$ cat src/rtl/rofir_pkg.sv
`timescale 1ns / 1ps
// rofir_pkg: shared types, constants and helpers for the radar object filter / id remap core.
// No dependencies.
package rofir_pkg;

	localparam int unsigned          LOCAL_IDS_DEF = 256;
	localparam longint unsigned      ID_LIMIT_DEF  = 64'd65536;

	localparam int unsigned CFG_AW = 4;
	localparam int unsigned CFG_DW = 32;
	localparam int unsigned GID_W  = 16;

	// register indexes (byte address = 4 * index)
	localparam logic [1:0] REG_WINDOW    = 2'd0;
	localparam logic [1:0] REG_DELAY     = 2'd1;
	localparam logic [1:0] REG_NEW_STATE = 2'd2;

	localparam logic [31:0] WINDOW_RST    = 32'd100000;
	localparam logic [31:0] DELAY_RST     = 32'd0;
	localparam logic [2:0]  NEW_STATE_RST = 3'd1;

	typedef struct packed {
		logic [63:0] frame_time;
		logic [63:0] object_time;
		logic [7:0]  local_id;
		logic [2:0]  obj_state;
	} in_item_t;

	typedef struct packed {
		logic              kept;
		logic [GID_W-1:0]  global_id;
		logic [63:0]       corrected_time;
	} out_item_t;

	typedef struct packed {
		logic [31:0] window_us;
		logic [31:0] delay_us;
		logic [2:0]  new_state_code;
	} cfg_t;

	typedef enum logic [1:0] {
		ST_CLEAR,
		ST_IDLE,
		ST_LOOKUP
	} state_t;

	typedef struct packed {
		logic clr_wr;   // write an empty entry at the sweep address
		logic capture;  // register the input item and read its map entry
		logic commit;   // decide, update map/counter, load output register
	} ctrl_cmd_t;

	typedef struct packed {
		logic clr_last; // sweep address is at the last entry
		logic out_busy; // output register full and stalled
	} ctrl_sts_t;

	typedef logic [255:0][7:0] lid_tbl_t;

	// local_id modulo n for every 8-bit id, built by counting
	function automatic lid_tbl_t lid_mod_tbl(input int unsigned n);
		lid_tbl_t    t;
		int unsigned r;
		r = 0;
		for (int i = 0; i < 256; i++) begin
			t[i] = 8'(r);
			if (r == n - 1) begin
				r = 0;
			end else begin
				r = r + 1;
			end
		end
		return t;
	endfunction

endpackage

$ cat src/rtl/rofir_ram.sv
`timescale 1ns / 1ps
// rofir_ram: generic single-port RAM, registered read.
// No dependencies.
module rofir_ram #(
	parameter int unsigned WIDTH = 17,
	parameter int unsigned DEPTH = 256
) (
	input  logic                     clk,
	input  logic                     we,
	input  logic                     re,
	input  logic [$clog2(DEPTH)-1:0] addr,
	input  logic [WIDTH-1:0]         wdata,
	output logic [WIDTH-1:0]         rdata
);

	logic [WIDTH-1:0] mem_q [DEPTH];
	logic [WIDTH-1:0] rdata_q;

	always_ff @(posedge clk) begin
		if (we) begin
			mem_q[addr] <= wdata;
		end
		if (re) begin
			rdata_q <= mem_q[addr];
		end
	end

	assign rdata = rdata_q;

endmodule

$ cat src/rtl/rofir_cfg.sv
`timescale 1ns / 1ps
// rofir_cfg: APB-style configuration registers (window, delay, new-object state code).
// Depends on rofir_pkg.
module rofir_cfg (
	input  logic                       clk,
	input  logic                       arst_n,
	input  logic                       psel,
	input  logic                       penable,
	input  logic                       pwrite,
	input  logic [rofir_pkg::CFG_AW-1:0] paddr,
	input  logic [rofir_pkg::CFG_DW-1:0] pwdata,
	output logic [rofir_pkg::CFG_DW-1:0] prdata,
	output logic                       pready,
	output rofir_pkg::cfg_t            cfg
);
	import rofir_pkg::*;

	cfg_t       cfg_q;
	logic [1:0] idx;
	logic       wr;

	assign pready = 1'b1;
	assign idx    = paddr[3:2];
	assign wr     = psel && penable && pwrite;

	always_ff @(posedge clk or negedge arst_n) begin
		if (!arst_n) begin
			cfg_q.window_us      <= WINDOW_RST;
			cfg_q.delay_us       <= DELAY_RST;
			cfg_q.new_state_code <= NEW_STATE_RST;
		end else if (wr) begin
			unique case (idx)
				REG_WINDOW:    cfg_q.window_us      <= pwdata;
				REG_DELAY:     cfg_q.delay_us       <= pwdata;
				REG_NEW_STATE: cfg_q.new_state_code <= pwdata[2:0];
				default: ;
			endcase
		end
	end

	always_comb begin
		unique case (idx)
			REG_WINDOW:    prdata = cfg_q.window_us;
			REG_DELAY:     prdata = cfg_q.delay_us;
			REG_NEW_STATE: prdata = {29'd0, cfg_q.new_state_code};
			default:       prdata = '0;
		endcase
	end

	assign cfg = cfg_q;

endmodule

$ cat src/rtl/rofir_ctrl.sv
`timescale 1ns / 1ps
// rofir_ctrl: controller FSM: map clear sweep, input capture, lookup and commit.
// Depends on rofir_pkg.
module rofir_ctrl (
	input  logic                 clk,
	input  logic                 arst_n,
	input  logic                 in_valid,
	output logic                 in_stall,
	input  rofir_pkg::ctrl_sts_t sts,
	output rofir_pkg::ctrl_cmd_t cmd
);
	import rofir_pkg::*;

	state_t state_q, state_d;

	always_ff @(posedge clk or negedge arst_n) begin
		if (!arst_n) begin
			state_q <= ST_CLEAR;
		end else begin
			state_q <= state_d;
		end
	end

	always_comb begin
		state_d  = state_q;
		cmd      = '0;
		in_stall = 1'b1;
		unique case (state_q)
			ST_CLEAR: begin
				cmd.clr_wr = 1'b1;
				if (sts.clr_last) begin
					state_d = ST_IDLE;
				end
			end
			ST_IDLE: begin
				in_stall = 1'b0;
				if (in_valid) begin
					cmd.capture = 1'b1;
					state_d     = ST_LOOKUP;
				end
			end
			ST_LOOKUP: begin
				// wait here until the output register can take the result
				if (!sts.out_busy) begin
					cmd.commit = 1'b1;
					state_d    = ST_IDLE;
				end
			end
			default: state_d = ST_CLEAR;
		endcase
	end

endmodule

$ cat src/rtl/rofir_dp.sv
`timescale 1ns / 1ps
// rofir_dp: datapath: time window test, corrected time, id map RAM, global id counter,
// output register. Depends on rofir_pkg and rofir_ram.
module rofir_dp #(
	parameter int unsigned     LOCAL_IDS = rofir_pkg::LOCAL_IDS_DEF,
	parameter longint unsigned ID_LIMIT  = rofir_pkg::ID_LIMIT_DEF
) (
	input  logic                 clk,
	input  logic                 arst_n,
	input  rofir_pkg::cfg_t      cfg,
	input  rofir_pkg::in_item_t  in_data,
	input  rofir_pkg::ctrl_cmd_t cmd,
	output rofir_pkg::ctrl_sts_t sts,
	output logic                 out_valid,
	input  logic                 out_stall,
	output rofir_pkg::out_item_t out_data
);
	import rofir_pkg::*;

	localparam int unsigned AW    = $clog2(LOCAL_IDS);
	localparam int unsigned CNT_W = $clog2(ID_LIMIT);
	localparam int unsigned EW    = GID_W + 1;
	localparam lid_tbl_t    LID_TBL = lid_mod_tbl(LOCAL_IDS);

	// captured item, first-stage arithmetic
	logic [AW-1:0] lid_s1;
	logic [2:0]    state_s1;
	logic [64:0]   dt_s1;     // object_time - frame_time with borrow
	logic [63:0]   corr_s1;

	logic [AW-1:0]    clr_q;
	logic [CNT_W-1:0] cnt_q;
	logic             out_valid_q;
	out_item_t        out_q;

	logic [64:0]      dt;
	logic [64:0]      corr;
	logic [AW-1:0]    in_lid;
	logic [AW-1:0]    ram_addr;
	logic             ram_we;
	logic [EW-1:0]    ram_wdata;
	logic [EW-1:0]    ram_rdata;
	logic [31:0]      win_m1;
	logic             kept;
	logic             new_id;
	logic [CNT_W:0]   cnt_inc;
	logic [CNT_W-1:0] cnt_nx;
	logic [GID_W-1:0] gid_new;
	logic [GID_W-1:0] gid;

	assign dt     = {1'b0, in_data.object_time} - {1'b0, in_data.frame_time};
	assign corr   = {1'b0, in_data.frame_time} - {33'd0, cfg.delay_us};
	assign in_lid = AW'(LID_TBL[in_data.local_id]);

	always_ff @(posedge clk) begin
		if (cmd.capture) begin
			lid_s1   <= in_lid;
			state_s1 <= in_data.obj_state;
			dt_s1    <= dt;
			corr_s1  <= corr[64] ? 64'd0 : corr[63:0];
		end
	end

	// window test: window nonzero, object_time >= frame_time and (object - frame) < window - 1
	assign win_m1 = cfg.window_us - 32'd1;
	assign kept   = !dt_s1[64] && (cfg.window_us != 32'd0)
	                && (dt_s1[63:0] < {32'd0, win_m1});
	assign new_id = kept && (!ram_rdata[EW-1] || (state_s1 == cfg.new_state_code));

	assign cnt_inc = {1'b0, cnt_q} + (CNT_W + 1)'(1);
	assign cnt_nx  = (cnt_inc >= (CNT_W + 1)'(ID_LIMIT)) ? CNT_W'(1) : cnt_inc[CNT_W-1:0];
	assign gid_new = GID_W'(cnt_nx);
	assign gid     = !kept ? '0 : (new_id ? gid_new : ram_rdata[GID_W-1:0]);

	always_comb begin
		ram_we    = 1'b0;
		ram_wdata = '0;
		ram_addr  = in_lid;
		if (cmd.clr_wr) begin
			ram_we   = 1'b1;
			ram_addr = clr_q;
		end else if (cmd.commit) begin
			ram_we    = new_id;
			ram_wdata = {1'b1, gid_new};
			ram_addr  = lid_s1;
		end
	end

	rofir_ram #(
		.WIDTH(EW),
		.DEPTH(LOCAL_IDS)
	) u_map (
		.clk  (clk),
		.we   (ram_we),
		.re   (cmd.capture),
		.addr (ram_addr),
		.wdata(ram_wdata),
		.rdata(ram_rdata)
	);

	always_ff @(posedge clk or negedge arst_n) begin
		if (!arst_n) begin
			clr_q       <= '0;
			cnt_q       <= '0;
			out_valid_q <= 1'b0;
		end else begin
			if (cmd.clr_wr) begin
				clr_q <= clr_q + AW'(1);
			end
			if (cmd.commit && new_id) begin
				cnt_q <= cnt_nx;
			end
			if (cmd.commit) begin
				out_valid_q <= 1'b1;
			end else if (!out_stall) begin
				out_valid_q <= 1'b0;
			end
		end
	end

	always_ff @(posedge clk) begin
		if (cmd.commit) begin
			out_q.kept           <= kept;
			out_q.global_id      <= gid;
			out_q.corrected_time <= corr_s1;
		end
	end

	assign sts.clr_last = (clr_q == AW'(LOCAL_IDS - 1));
	assign sts.out_busy = out_valid_q && out_stall;
	assign out_valid    = out_valid_q;
	assign out_data     = out_q;

endmodule

$ cat src/rtl/radar_object_filter_id_remap_core.sv
`timescale 1ns / 1ps
// Radar object filter / id remap core: top level.
// Each captured input is committed to the output register once it is not full and stalled.
// Input stalls until the last item commits; the single map RAM port reads, then writes back.
// Reset: registers to defaults, id counter to 0; the id map is then swept empty, all
// LOCAL_IDS entries, in_stall high meanwhile (configuration writes still taken).
module radar_object_filter_id_remap_core #(
	parameter int unsigned     LOCAL_IDS = rofir_pkg::LOCAL_IDS_DEF,
	parameter longint unsigned ID_LIMIT  = rofir_pkg::ID_LIMIT_DEF
) (
	input  logic                         clk,
	input  logic                         arst_n,
	input  logic                         in_valid,
	output logic                         in_stall,
	input  rofir_pkg::in_item_t          in_data,
	output logic                         out_valid,
	input  logic                         out_stall,
	output rofir_pkg::out_item_t         out_data,
	input  logic                         psel,
	input  logic                         penable,
	input  logic                         pwrite,
	input  logic [rofir_pkg::CFG_AW-1:0] paddr,
	input  logic [rofir_pkg::CFG_DW-1:0] pwdata,
	output logic [rofir_pkg::CFG_DW-1:0] prdata,
	output logic                         pready
);
	import rofir_pkg::*;

	cfg_t      cfg;
	ctrl_cmd_t cmd;
	ctrl_sts_t sts;

	rofir_cfg u_cfg (
		.clk    (clk),
		.arst_n (arst_n),
		.psel   (psel),
		.penable(penable),
		.pwrite (pwrite),
		.paddr  (paddr),
		.pwdata (pwdata),
		.prdata (prdata),
		.pready (pready),
		.cfg    (cfg)
	);

	rofir_ctrl u_ctrl (
		.clk     (clk),
		.arst_n  (arst_n),
		.in_valid(in_valid),
		.in_stall(in_stall),
		.sts     (sts),
		.cmd     (cmd)
	);

	rofir_dp #(
		.LOCAL_IDS(LOCAL_IDS),
		.ID_LIMIT (ID_LIMIT)
	) u_dp (
		.clk      (clk),
		.arst_n   (arst_n),
		.cfg      (cfg),
		.in_data  (in_data),
		.cmd      (cmd),
		.sts      (sts),
		.out_valid(out_valid),
		.out_stall(out_stall),
		.out_data (out_data)
	);

endmodule
$ cat config.mk
export PLATFORM = sky130hd
export DESIGN_NAME = radar_object_filter_id_remap_core
export DESIGN_NICKNAME = d
export VERILOG_FILES = /design/src/rtl/rofir_pkg.sv /design/src/rtl/rofir_ram.sv /design/src/rtl/rofir_cfg.sv /design/src/rtl/rofir_ctrl.sv /design/src/rtl/rofir_dp.sv /design/src/rtl/radar_object_filter_id_remap_core.sv
export SDC_FILE = /design/constraint.sdc
export NUM_CORES = 2
export LEC_CHECK = 0
export BUFFER_PORTS_ARGS = -buffer_cell sky130_fd_sc_hd__buf_2
export CORE_ASPECT_RATIO = 1.1
export CORE_UTILIZATION = 56
export DETAILED_ROUTE_END_ITERATION = 8
export GPL_ROUTABILITY_DRIVEN = 0
export HOLD_SLACK_MARGIN = 0.02
export PLACE_DENSITY = 0.75
export SLEW_MARGIN = 40
export SYNTH_ARGS = -nofsm -noshare
export SYNTH_HDL_FRONTEND = slang
export SYNTH_MEMORY_MAX_BITS = 65536
export SYNTH_SLANG_ARGS = --single-unit
$ cat constraint.sdc
create_clock -name clk -period 12.8 [get_ports clk]
set_input_delay 0.64 -clock clk [delete_from_list [all_inputs] [get_ports clk]]
set_output_delay 0.64 -clock clk [all_outputs]
set_load 0.005 [all_outputs]
======== Yosys cells after proc, flatten, opt, wreduce, memory -nomap -nowiden ========
Memories as Yosys holds them, arrays and structs flattened. A register that Yosys moved wholly into a read port is not among the register bits.
Index checks and enable logic that the tools add are counted.
W data, S select, Z words.
word-level totals
  register bits after elaboration ......... 315
  RAM bits ................................ 4,352
  ROM bits ................................ 2,048
  input bits .............................. 182
  output and inout bits ................... 116
  logic and storage cells ................. 75
  memories ................................ 2
memory list
  memory            words  width  read ports  clocked after memory_dff  wr ports  line             source
  u_dp.u_map.mem_q  256    17     1           1                         1         rofir_ram.sv:16  logic [WIDTH-1:0] mem_q [DEPTH];
  (no name shown)   256    8      1           0                         0         rofir_dp.sv:53   assign in_lid = AW'(LID_TBL[in_data.local_id]);
operators by class
  $add $sub $neg .......................... 5
  magnitude comparators ................... 3
  equality and inequality tests ........... 10
  mux-type cells .......................... 24
  reduce and logical (&&, ||, !) cells .... 17
operators by type and width
  kind                     count
  $pmux W32 S3             1
  $sub A64 B32 Y65         1
  $sub A64 B64 Y65         1
  $lt A64 B32 Y1           1
  $mux W17                 2
  $mux W16                 2
  $reduce_bool A32 Y1      1
  $sub A32 B1 Y32 const B  1
  $mux W8                  3
  $add A16 B1 Y17 const B  1
  $ge A17 B17 Y1 const B   1
  $mux W1                  12
  $lt A8 B9 Y1 const B     1
  $add A8 B1 Y8 const B    1
  $eq A8 B8 Y1 const B     1
  $logic_and A1 B1 Y1      7
  $mux W2                  3
  $ne A2 B2 Y1 const B     3
  $pmux W2 S3              1
  $reduce_and A2 Y1        3
  $eq A2 B1 Y1 const B     2
  $eq A2 B2 Y1 const B     2
  $logic_not A2 Y1         2
  $eq A3 B3 Y1             1
  other kinds (4)          5

======== Depth between registers and ports, before layout ========
  depth in word-level cells ............... 8
  depth in mapped cells ................... 23
  mapped depth without buffers ............ 20

======== Modules after synthesis ========
From an unflattened synthesis, not the netlist that was laid out.
unflattened totals
  cells, all modules ...................... 9,113
  area total of the unflattened synthesis .. 185,183.9 um^2
modules (own cells, without submodules)
  module      instances  cells an instance  area each (um^2)  seq. area each (um^2)
  rofir_ram   1          7,127              165,067.1         131,195.8
  rofir_dp    1          1,751              16,854.9          7,262.0
  rofir_cfg   1          223                3,149.3           1,685.4
  rofir_ctrl  1          12                 112.6             50.0

======== Least setup slack after synthesis ========
OpenSTA, ideal clock, no wires.
  kind .................................... reg2reg
  from .................................... register u_dp.cnt_q[0]
  to ...................................... memory u_dp.u_map.mem_q[0][13] (data pin)
  arrival time ............................ 11,299 ps
  data required time ...................... 10,704 ps
  slack ................................... -595 ps
  stages on the path, launching flop included .. 10
  path buffers ............................ 1
  clock period less this slack ............ 13,395 ps
  path through ............................ dfrtp_1 > ha_1 > and3_1 > nand2_1 > nor2_1 > nand3_1 > nor2_1 > and3_1 > clkbuf_1 > nor3_1
on the way
  word-level cells in the longest chain between the ends .. 5
ends and longest elaborated chain
  element                 line             source
  start, declared         rofir_dp.sv:32   logic [CNT_W-1:0] cnt_q;
  start signal, assigned  rofir_dp.sv:111  cnt_q <= cnt_nx;
  $add A16 B1 Y17 (*)     rofir_dp.sv:70   assign cnt_inc = {1'b0, cnt_q} + (CNT_W + 1)'(1);
  $ge A17 B17 Y1          rofir_dp.sv:71   assign cnt_nx = (cnt_inc >= (CNT_W + 1)'(ID_LIMIT)) ? CNT_W'(1) : cnt_inc[CNT_W-1:0];
  $mux W16 (*)            rofir_dp.sv:71
  $mux W17 (*)            rofir_dp.sv:82   end else if (cmd.commit) begin
  $mux W17 (*)            rofir_dp.sv:79   if (cmd.clr_wr) begin
  net u_dp.ram_wdata[13]  rofir_dp.sv:41   logic [EW-1:0] ram_wdata;
  end, declared           rofir_ram.sv:16
Mark *: on every way through the listed nets, which the timed path passes. The rest lies on a longest branch.

======== Worst setup path after layout ========
  from .................................... register u_cfg.cfg_q, in the netlist u_cfg.cfg[38]
  to ...................................... memory u_dp.u_map.mem_q[181][2], enable pin
on the way
  word-level cells in the longest chain between the ends .. 8
  elaborated cells on any way between the ends .. 10
ends and longest elaborated chain
  element                                                        line                            source
  start, declared                                                rofir_cfg.sv:18                 cfg_t cfg_q;
  $sub A32 B1 Y32 / $reduce_bool A32 Y1 (equally long branches)  rofir_dp.sv:65, rofir_dp.sv:66
  $lt A64 B32 Y1 / $logic_and A1 B1 Y1 (equally long branches)   rofir_dp.sv:67, rofir_dp.sv:66
  $logic_and A1 B1 Y1 (*)                                        rofir_dp.sv:67                  && (dt_s1[63:0] < {32'd0, win_m1});
  $logic_and A1 B1 Y1 (*)                                        rofir_dp.sv:68                  assign new_id = kept && (!ram_rdata[EW-1] || (state_s1 == cfg.new_state_code));
  $mux W1 (*)                                                    rofir_dp.sv:82
  $mux W1 (*)                                                    rofir_dp.sv:79
  $mux W1 (*)                                                    rofir_ram.sv:20                 if (we) begin
  $mux W1 (implied by the code) (*)                              rofir_ram.sv:21                 mem_q[addr] <= wdata;
Every way passes the cells marked *; elsewhere a longest branch is shown, timed or not.

==> summary.md <==
| Metric | Value |
|---|---|
| Synth Cell Area | `0.185 mm2` |
| Initial antenna violation count | `19` |
| CP startpoint kind | `flip-flop` |
| Number of core rows | `220` |
| Starting Density | `0.564` |
| IO Port Bufs | `294` |
| WL per Instance | `32.3 um` |
| RSZ-0062 raised after global routing | `false` |
| Leading cell types in the layout, fill and taps excluded | `edfxtp_1 (4590), mux4_2 (1088), a22oi_1 (546)` |
| Min-Delay Path Depth | `3` |
| Synth async-reset ratio | `0.0201` |
| Tcrit/Tclk final | `0.617` |
| Crit path kind | `reg2reg` |
| Vias per cell | `6.70` |
| Primary FF master, synth | `edfxtp_1` |
| Xor/xnor share of the synthesized area | `0.00736` |
| # resized after CTS | `0` |
| DP Wirelength | `271000 um` |
| Post-Synthesis Cells | `9103` |
| Worst Path Max Fanout | `20` |
| Die Y | `604 um` |
| Most common cell after layout, fill and taps aside | `edfxtp_1` |
| Vias after detailed routing | `97200` |
| CTS Sinks | `4684` |
| Skew final | `0.0520 ns` |
| Max_slew headroom | `0.354` |
| EDFF count, synth | `4590` |
| Clock Power Share | `0.304` |
| First-pass DRT Iterations | `8` |
| Min-Delay Path Class | `in2reg` |
| IO Count | `298` |
| H-tree levels | `5` |
| CTS tree | `done` |
| Fmax | `127 MHz` |
| Post-synthesis sequential area ratio | `0.760` |
| Crit end category | `flip-flop` |
| Final hold violations | `0` |
| Slew Viols, Final | `0` |
| Die width | `549 um` |
| P_sw | `13.4 mW` |
| Global-route wire length before repair | `670000 um` |
| Clock Tree Buf Depth | `4` |
| Fill cells | `20800` |
| Main combinational cell family by area after synthesis | `multiplexers` |
| Number of routed nets with antenna violations | `0` |
| Multiplexer share of the synthesized area | `0.137` |
| Gr ovfl total | `0` |
| Pint | `28.5 mW` |
| Net Count, Synth | `9417` |
| Power Density | `201 mW/mm2` |
| Syn_area_per_cell | `20.3 um2` |
| Synth cell types | `83` |
| Full die area | `0.332 mm2` |
| Minimum clock period | `7.90 ns` |
| Yosys warns | `0` |
| Setup TNS Final | `0 ns` |
| Peak supply drop | `0.202 mV` |
| # nets final | `10100` |
| #FFs+latches synth | `4684` |
| Clk pin slew, worst setup/hold paths | `0.06 ns` |
| Adder-Cell Fraction of Synth Area | `0.00903` |
| Core ar. | `0.327 mm2` |
| Setup Slack @ Placement | `5.04 ns` |
| Post-layout util | `0.638` |
| P&R area growth vs syn | `13.1%` |
| Max_cap viols | `0` |
| Final setup vio count | `0` |
| Leak Pwr | `69.6 nW` |
| Synth Area in Compound Gates | `0.0457` |
| Largest net degree at the start of global routing | `183` |
| Vias in the first global route | `96500` |
| Fraction of layout cells with a size suffix above 1 | `0.254` |
| CP Data Required Time | `13.48 ns` |
| Worst Max-Slew Pin Slew | `0.961 ns` |
| Iteration-0 DRC Markers | `14000` |
| Fin worst setup slack | `4.90 ns` |
| Post-synthesis simple-gate area fraction | `0.0264` |
| Root Buffer Master | `clkbuf_16` |
| Clock latency on the worst-skew pair | `0.98 ns` |
| R2R cell count | `25` |
| Worst path arrival time | `8.57 ns` |
| GRT Util Overall | `0.280` |
| CTS Buf Count | `431` |
| Net Sw Frac | `0.319` |
| Remaining DRCs | `0` |
| Outcome | `complete, no violations` |
| Sequential Power Share | `0.416` |
| Drt total wl | `469000 um` |
| Combinational share of power | `0.281` |
## path summary, 6_finish.rpt
kind / startpoint / to / slack (ns)
hold reg to reg: u_dp.corr_s1[58] / u_dp.out_data[58] / 0.41
hold / removal: in_data[129] / u_dp.corr_s1[54] / 0.09
setup / recovery: u_cfg.cfg[38] / u_dp.u_map.mem_q[181][2] / 4.90
min in group asynchronous: arst_n / u_ctrl.state_q[1] / 0.18
setup reg to reg: u_cfg.cfg[38] / u_dp.u_map.mem_q[181][2] / 4.90
max in group asynchronous: arst_n / u_cfg.cfg[50] / 11.54
## metal layers
| metal | vias to the layer above | GRT usage | wire length [um] |
|---|---|---|---|
| li1 | 39200 | - | - |
| met1 | 50300 | 0.370 | 166000 |
| met2 | 6643 | 0.446 | 226000 |
| met3 | 1021 | 0.0662 | 53200 |
| met4 | 22 | 0.129 | 24600 |
| met5 | - | 0 | 161 |
## through the flow
stage,power [mW],area [um2],hold WS [ns],std cells
after global routing,43.0,209000,0.0688,14500
after detailed placement,29.1,194000,0.405,13600
after global placement,28.8,193000,0.400,13600
after CTS,41.8,208000,0.0201,14500
after floorplan,24.9,185000,0.344,9103
final,41.9,209000,0.0854,14500
## layout make-up
type,count,area [um2],share of cell area
repair buffers,796,6510,0.0312
multi-input cells,3767,42200,0.202
well taps,4329,5420,0.0259
clock buffers,530,11300,0.0541
flip-flops and latches,4684,140000,0.672
inverters,128,493,0.00236
clock inverters,269,2600,0.0125
diodes,8,20.0,0.0000959
## critical path, stage by stage (launching register included)
cell and delay, ns:
dfrtp_1 0.44, or3_1 0.41, nor3_1 0.32, nand2b_1 0.11, nand2b_1 0.27, or3_1 0.46
or2_1 0.33, nor3_1 0.32, nand2b_1 0.14, nor4_1 0.28, xnor2_1 0.12, ha_1 0.25
nor4_1 0.28, nand4_1 0.19, nor2_1 0.29, o2111ai_1 0.20, a221oi_2 0.24, o21ai_2 0.09
buf_4 0.23, o21ai_4 0.34, buf_8 0.22, buf_8 0.19, nand3_4 0.39, buf_12 0.39
nor2_1 0.67, buf_4 0.34
## cells by family after synthesis
| group | count (synthesis) |
|---|---|
| AO/OA/AOI/OAI | 1291 |
| XOR/XNOR | 155 |
| adder cells (fa/ha/maj) | 132 |
| buffers and inverters | 652 |
| flip-flops | 4684 |
| multiplexers | 1166 |
| other | 1 |
| AND/OR/NAND/NOR | 1022 |
## repair_timing
| action | 4_1_cts | 5_1_grt |
|---|---|---|
| buffers inserted | 0 | 0 |
| hold buffers | 65 | 0 |
| hold endpoints to repair | 134 | 0 |
## cell usage after synthesis, drive strengths merged (11+ instances only)
library cell | count | share of area
a211oi | 16 | 0.00065
a21o | 65 | 0.0026
a21oi | 400 | 0.011
a22oi | 546 | 0.022
a31oi | 11 | 0.00037
and3 | 18 | 0.00061
buf | 181 | 0.0049
clkbuf | 343 | 0.0070
dfrtp | 87 | 0.012
edfxtp | 4590 | 0.75
ha | 130 | 0.0088
inv | 128 | 0.0026
mux2 | 41 | 0.0025
mux2i | 37 | 0.0020
mux4 | 1088 | 0.13
nand2 | 168 | 0.0034
nand2b | 22 | 0.00075
nand3 | 57 | 0.0024
nand4 | 38 | 0.0013
nor2 | 486 | 0.010
nor2b | 18 | 0.00061
nor3 | 45 | 0.0012
nor4 | 88 | 0.0031
o21a | 19 | 0.00077
o21ai | 130 | 0.0036
o21bai | 12 | 0.00049
o22ai | 24 | 0.00081
or2 | 22 | 0.00076
or3 | 33 | 0.0011
xnor2 | 108 | 0.0051
xor2 | 47 | 0.0022
## power groups by stage
stage          clock, mW  combinational, mW  sequential [mW]
3_5_place_dp           0               11.4             17.7
3_3_place_gp           0               11.1             17.7
6_report            12.7               11.8             17.4
4_1_cts             12.8               11.5             17.4
2_1_floorplan          0               7.20             17.7
5_1_grt             13.4               12.1             17.4
## registers in the layout, indices dropped and copies added, names as in the netlist
| name | count |
|---|---|
| u_dp.u_map.mem_q | 4352 |
| u_dp.out_data | 81 |
| u_cfg.cfg | 67 |
| u_dp.dt_s1 | 65 |
| u_dp.corr_s1 | 64 |
| u_dp.u_map.rdata | 17 |
| u_dp.cnt_q | 16 |
| u_dp.clr_q | 8 |
| u_dp.lid_s1 | 8 |
| u_dp.state_s1 | 3 |
| u_ctrl.state_q | 2 |
| u_dp.out_valid | 1 |
No activity file was read; power rests on OpenSTA's default activity.
